File: src/rtl/conformal_map_triangle_coefficients_assert.svh
// Assertion macros shared by the block's modules.
`ifndef CONFORMAL_MAP_TRIANGLE_COEFFICIENTS_ASSERT_SVH
`define CONFORMAL_MAP_TRIANGLE_COEFFICIENTS_ASSERT_SVH

// Same-cycle implication, disabled during reset.
`define CMTC_ASSERT_IMPLY(label, clk, rst, ante, cons) \
   label: assert property (@(posedge clk) disable iff (rst) (ante) |-> (cons)) \
      else $error("assertion failed");

// Next-cycle implication, disabled during reset.
`define CMTC_ASSERT_NEXT(label, clk, rst, ante, cons) \
   label: assert property (@(posedge clk) disable iff (rst) (ante) |=> (cons)) \
      else $error("assertion failed");

`endif

File: src/rtl/cmtc_pkg.sv
package cmtc_pkg;

   localparam int VERTEX_ID_BITS = 20;
   localparam int TRIANGLE_BITS  = 20;
   localparam int COORD_BITS     = 32;
   localparam int COEF_BITS      = 36;
   localparam int DIFF_BITS      = COORD_BITS + 1;
   localparam int MUL_BITS       = 35;
   localparam int PROD_BITS      = 2 * MUL_BITS;
   localparam int ACC_BITS       = 68;
   localparam int ROOT_BITS      = ACC_BITS / 2;
   localparam int VAL_BITS       = 38;
   localparam int STEP_BITS      = 7;
   localparam int EMIT_BITS      = 4;

   localparam int MUL_LAST_STEP  = 15;
   localparam int ROOT_STEPS     = ROOT_BITS;
   localparam int DIV_STEPS      = ACC_BITS;
   localparam int EMIT_LAST      = 9;

   typedef struct packed {
      logic [VERTEX_ID_BITS-1:0]    first_id;
      logic [VERTEX_ID_BITS-1:0]    second_id;
      logic [VERTEX_ID_BITS-1:0]    third_id;
      logic signed [COORD_BITS-1:0] first_px;
      logic signed [COORD_BITS-1:0] first_py;
      logic signed [COORD_BITS-1:0] first_pz;
      logic signed [COORD_BITS-1:0] second_px;
      logic signed [COORD_BITS-1:0] second_py;
      logic signed [COORD_BITS-1:0] second_pz;
      logic signed [COORD_BITS-1:0] third_px;
      logic signed [COORD_BITS-1:0] third_py;
      logic signed [COORD_BITS-1:0] third_pz;
   } req_type;

   typedef struct packed {
      logic [VERTEX_ID_BITS:0]     var_index;
      logic [TRIANGLE_BITS:0]      eq_row;
      logic signed [COEF_BITS-1:0] coefficient;
      logic                        degenerate;
      logic                        last;
   } rsp_type;

   typedef enum logic [3:0] {
      DP_IDLE,
      DP_LOAD,
      DP_MUL,
      DP_ROOT_A_INIT,
      DP_ROOT,
      DP_DIV_INIT,
      DP_DIV,
      DP_CSQ,
      DP_ROOT_D_INIT,
      DP_EMIT
   } dp_op_type;

   typedef struct packed {
      dp_op_type            op;
      logic [STEP_BITS-1:0] step;
   } cmd_type;

   typedef struct packed {
      logic degen;
      logic out_free;
   } status_type;

endpackage

File: src/rtl/cmtc_ctrl.sv
`include "conformal_map_triangle_coefficients_assert.svh"

module cmtc_ctrl
   import cmtc_pkg::*;
(
   input  logic       clock,
   input  logic       reset,
   input  logic       req_valid,
   input  status_type status,
   output cmd_type    cmd,
   output logic       idle
);

   typedef enum logic [6:0] {
      ST_IDLE   = 7'b0000001,
      ST_MUL    = 7'b0000010,
      ST_ROOT_A = 7'b0000100,
      ST_DIV    = 7'b0001000,
      ST_CSQ    = 7'b0010000,
      ST_ROOT_D = 7'b0100000,
      ST_EMIT   = 7'b1000000
   } state_type;

   state_type            state_ff, state_in;
   logic [STEP_BITS-1:0] step_ff, step_in;

   always_comb begin
      state_in = state_ff;
      step_in  = step_ff;
      cmd.op   = DP_IDLE;
      cmd.step = step_ff;
      unique case (state_ff)
         ST_IDLE: begin
            if (req_valid) begin
               cmd.op   = DP_LOAD;
               state_in = ST_MUL;
               step_in  = '0;
            end
         end
         ST_MUL: begin
            cmd.op = DP_MUL;
            if (step_ff == STEP_BITS'(MUL_LAST_STEP)) begin
               state_in = ST_ROOT_A;
               step_in  = '0;
            end else begin
               step_in = step_ff + 1'b1;
            end
         end
         ST_ROOT_A: begin
            if (step_ff == '0) begin
               cmd.op = DP_ROOT_A_INIT;
               if (status.degen) begin
                  state_in = ST_EMIT;
               end else begin
                  step_in = step_ff + 1'b1;
               end
            end else begin
               cmd.op = DP_ROOT;
               if (step_ff == STEP_BITS'(ROOT_STEPS)) begin
                  state_in = ST_DIV;
                  step_in  = '0;
               end else begin
                  step_in = step_ff + 1'b1;
               end
            end
         end
         ST_DIV: begin
            cmd.op = (step_ff == '0) ? DP_DIV_INIT : DP_DIV;
            if (step_ff == STEP_BITS'(DIV_STEPS)) begin
               state_in = ST_CSQ;
               step_in  = '0;
            end else begin
               step_in = step_ff + 1'b1;
            end
         end
         ST_CSQ: begin
            cmd.op   = DP_CSQ;
            state_in = ST_ROOT_D;
            step_in  = '0;
         end
         ST_ROOT_D: begin
            cmd.op = (step_ff == '0) ? DP_ROOT_D_INIT : DP_ROOT;
            if (step_ff == STEP_BITS'(ROOT_STEPS)) begin
               state_in = ST_EMIT;
               step_in  = '0;
            end else begin
               step_in = step_ff + 1'b1;
            end
         end
         ST_EMIT: begin
            if (status.out_free) begin
               cmd.op = DP_EMIT;
               if (step_ff == STEP_BITS'(EMIT_LAST)) begin
                  state_in = ST_IDLE;
                  step_in  = '0;
               end else begin
                  step_in = step_ff + 1'b1;
               end
            end
         end
         default: begin
            state_in = ST_IDLE;
            step_in  = '0;
         end
      endcase
   end

   always_ff @(posedge clock) begin
      if (reset) begin
         state_ff <= ST_IDLE;
         step_ff  <= '0;
      end else begin
         state_ff <= state_in;
         step_ff  <= step_in;
      end
   end

   assign idle = (state_ff == ST_IDLE);

   `CMTC_ASSERT_NEXT(a_accept_starts, clock, reset, idle && req_valid, state_ff == ST_MUL)
   `CMTC_ASSERT_NEXT(a_last_returns_idle, clock, reset,
      cmd.op == DP_EMIT && cmd.step == STEP_BITS'(EMIT_LAST), idle)

endmodule

File: config.mk
export PLATFORM = sky130hd
export DESIGN_NAME = cmtc_ctrl
export DESIGN_NICKNAME = d
export VERILOG_FILES = /design/src/rtl/cmtc_pkg.sv /design/src/rtl/cmtc_ctrl.sv
export VERILOG_INCLUDE_DIRS = /design/src /design/src/rtl
export SDC_FILE = /design/constraint.sdc
export NUM_CORES = 1
export LEC_CHECK = 0
export BUFFER_PORTS_ARGS = -buffer_cell sky130_fd_sc_hd__buf_4
export CAP_MARGIN = 30
export CORE_MARGIN = 10
export CORE_UTILIZATION = 40
export DETAILED_ROUTE_END_ITERATION = 8
export GPL_ROUTABILITY_DRIVEN = 0
export PLACE_DENSITY = 0.61
export SYNTH_ARGS = -nofsm -noshare
export SYNTH_HDL_FRONTEND = slang
export SYNTH_SLANG_ARGS = --single-unit
File: constraint.sdc
create_clock -name clock -period 5.33 [get_ports clock]
set_clock_uncertainty 0.1 [all_clocks]
set_input_delay 1.066 -clock clock [delete_from_list [all_inputs] [get_ports clock]]
set_output_delay 1.066 -clock clock [all_outputs]
set_load 0.05 [all_outputs]
### Word level (Yosys, flattened, before mapping)

Cells that the tools add are included.

* bits in registers: 14
* logic and storage cells: 51

* muxes and demuxes: 25
* eq/ne operators: 20
* $add $sub $neg: 1
* reduce and logical (&&, ||, !) cells: 3

Operator list (count)
* 7-bit two-way mux: 17
* 7-bit one-hot mux with 7 select lines: 1
* 7-bit one-hot mux with 6 select lines: 1
* 4-bit one-hot mux with 7 select lines: 1
* 7-bit by 4-bit equality test with 1-bit output (second input constant): 3
* 7-bit by 6-bit equality test with 1-bit output (second input constant): 2
* 7-bit equality test (second input constant): 2
* 2-bit inequality test (second input constant): 6
* 3-bit inequality test (second input constant): 3
* 4-bit two-way mux: 2
* 8-bit AND reduction: 1
* 7-bit by 1-bit adder with 7-bit output (second input constant): 1
* 7-bit by 1-bit equality test with 1-bit output (second input constant): 1
* 7-bit by 2-bit equality test with 1-bit output (second input constant): 1
* 7-bit by 3-bit equality test with 1-bit output (second input constant): 1
* 7-bit by 5-bit equality test with 1-bit output (second input constant): 1
* 7-bit logical NOT: 1
* 3-bit two-way mux: 1
* 3-bit AND reduction: 1
* 2-bit two-way mux: 1
* 1-bit two-way mux: 1

### Longest topological paths before layout

* depth after elaboration: 4
* depth in mapped cells: 7
* gate-level depth less buffers: 7

### Worst setup path after synthesis

No wires, ideal clock.

* path type: reg2out
* start point: reg step_ff[0]
* end point: out cmd[9] (netlist bit)
* data required time: 4.164 ns
* cell stages (with the launch flop): 8
* data arrival time: 2.677 ns
* path buffers: 0
* setup slack: 1.487 ns
* cell sequence: dfxtp_1 inv_1 ha_1 nor3b_1 nand2_1 a21oi_1 a2bb2oi_1 o21ai_0

RTL lines
* start, declared: RTL line cmtc_ctrl.sv:25 `logic [STEP_BITS-1:0] step_ff, step_in;`
* start signal, assigned: RTL line cmtc_ctrl.sv:114 `step_ff <= step_in;`
* end, declared: RTL line cmtc_ctrl.sv:10 `output cmd_type cmd,`

==> flow_summary.ini <==
[layout]
final_nets = 178
fillers = 327
final-seq-area_um2 = 280.3
area_growth_pct = 7.700
antenna_cells_inserted = 0
multi_input_area_um2 = 893.4
drive_gt1_frac = 0.1856

[global_route]
grt_first_pass_wirelength_um = 5651
grt_use_total = 0.1120
antenna_found_initial = 0
grt_pass1_vias = 1209
grt_start_max_net_pins = 17
grt.overflow.total = 0

[worst_setup_path]
start_kind = register
max_stage_delay_ps = 410
crit_required_ps = 4160
worst-path-max-fanout = 6
setup.worst_path.class = register to output port
reg2reg_from = step_ff[0]
critical-path-top-delay-family = simple AND/OR/NAND/NOR gates
worstReg2RegEnd = state_ff[2]
crit_path_end_kind = output port
r2r_setup_slack_ps = 2940
path_cells = inv_1 > ha_1 > nor3b_1 > nand2_1 > a21oi_1 > a2bb2oi_1 > o21ai_0 > buf_4
cp.arrival_ps = 2250
r2r_cells = 7
cp_slowest_cell = nor3b_1
path_buf_inv = 2

[yosys]
yosysMostFrequentCell = nor2_1
synth_area_um2 = 1284
synth_top_area_cell = dfxtp_1
ys_ff_latch = 14
synth_common_cells = nor2_1 (17), dfxtp_1 (14), nand2_1 (10), a21oi_1 (9)
synthesis.nets = 167
yosys_warnings = 0
syn_area_per_cell_um2 = 8.125
async_flop_share = 0
synth_ff_type = dfxtp_1
synth-edff-count = 0
netlist_instances = 158
synth_top_area_share = 0.2183
yosysUniqueCellTypes = 51
ys_seq_area_frac = 0.2183
synthTopCellsByArea = dfxtp_1 (22%), nor2_1 (5.0%), nor3b_1 (4.1%)

[power_and_ir_drop]
power_density_nw_per_um2 = 180.9
leakage_nw = 0.5105
fin_total_pwr_w = 0.0002502
peakVddDrop_mv = 0.1126

[clock_network]
cts-root-buf = clkbuf_4
holdBufCountCts = 0
cts.sinks = 14
clk_latency_ps = 280
clk_pin_slew_ps = 80
cts_resized = 0
clockBufferDepth = 2
cts_tree = built
numCtsBuffers = 3
post_cts_buffers = 0
h-tree-depth = 1

[flow_run]
max-cap-violations = 0

[status]
outcome = completed

[floorplanning]
die_x_um = 76.65
coreArea_um2 = 3053
start_util = 0.4205
dieArea_um2 = 5875
ios = 17
die_h_um = 76.65
rows = 20

[sta]
finalCritPeriodShare = 0.6401
worst_slew_pin_slew_ps = 540.5
fmax_mhz = 293.1
post-route-min-period_ps = 3411
final-hold-violation-count = 0
setup_viol = 0
rsz0062_at_grt = no
timing.setup.tns_ps = 0
slew_viol_final = 0
relSlewSlack = 0.6366

[detailed_routing]
drt_iter0_drc = 81
via_count = 1202
dr.pass1.iters = 4
ant_nets = 0
via_per_inst = 5.697
drc_errors = 0
wl_per_cell_um = 15.49
routed_wl_um = 3269

[min_path]
hp-class = register to register
hp-start = step_ff[0]
min_to = step_ff[0]
min_delay_path_depth = 2

[placed_design]
dp_hpwl_um = 2445
io_buffers = 16
[cells by family (layout without fill, tap and decap cells)]
family,Yosys count,count (layout),share of synthesized area
muxes,3,3,0.02729
AOI/OAI and AO/OA,34,34,0.2008
xor gates and xnor gates,5,5,0.03411
buffers and inverters,13,22,0.08576
and+or+nand+nor,85,85,0.3947
DFF,14,14,0.2183
adders and majority gates,4,4,0.03899
[state kept, by name (all words and copies together) (netlist names)]
signal / flops
state_ff: 7
step_ff: 7
[cells in the final DEF (no fill, tap or decap), drive strengths merged, types with 3 or more instances in the layout]
cell / synthesis / final
o211ai: 3 / 3
or3: 5 / 5
nand4: 4 / 4
nand3: 3 / 3
inv: 3 / 3
nand2b: 6 / 6
buf: 6 / 16
nand2: 10 / 10
nand3b: 6 / 6
a21oi: 9 / 9
nor3: 7 / 7
xor2: 5 / 5
dfxtp: 14 / 14
or2: 3 / 3
nor2: 17 / 17
o31ai: 5 / 5
ha: 4 / 4
clkbuf: 4 / 3
o21ai: 5 / 5
nor3b: 7 / 7
[power breakdown]
group          leakage (nW)  switching, W  internal (W)   total, W
Combinational         0.383     0.0000442     0.0000290  0.0000732
Sequential            0.113    0.00000807      0.000107   0.000115
Clock                0.0138     0.0000355     0.0000262  0.0000617
[tightest hold or removal path, delay by kind of cell (launching register included)]
family          cells  cell delay (ps)
flops               1              360
simple gates        1               70
compound gates      1               60
[metal layers]
| layer | GRT usage | wire (um) |
|---|---|---|
| met3 | 0.02331 | 150 |
| met2 | 0.1828 | 1521 |
| met1 | 0.1417 | 1564 |
| met4 | 0.03903 | 32 |
| met5 | 0 | 0 |
[stage by stage]
step	setup WS [ps]	area [um2]	std cells	utilization	hold slack (ps)
after global routing	1712	1383	211	0.4529	477.6
final	1919	1383	211	0.4529	436.9
after detailed placement	2280	1360	208	0.4455	420.9
after floorplan	1487	1284	158	-	484.1
after CTS	1960	1383	211	0.4529	438.5
after global placement	2349	1360	208	0.4455	414.8
[cell type report]
cell class / count / share of cell area
clock buffer: 3 / 0.01629
inverter: 3 / 0.008145
sequential: 14 / 0.2027
timing repair buffer: 16 / 0.08688
tap: 44 / 0.03982
multi-input combinational: 131 / 0.6462
[worst max-delay path by stage]
stage	from	end	cells past startpoint	slack, ps
floorplan	step_ff[0]	cmd[9]	7	1490
global placement	step_ff[0]	cmd[9]	8	2350
detailed placement	step_ff[0]	cmd[9]	8	2280
CTS	step_ff[0]	cmd[9]	8	1960
global route	step_ff[0]	cmd[9]	8	1710
finish	step_ff[0]	cmd[9]	8	1920
Note: power is estimated with default switching activity, not from simulation.
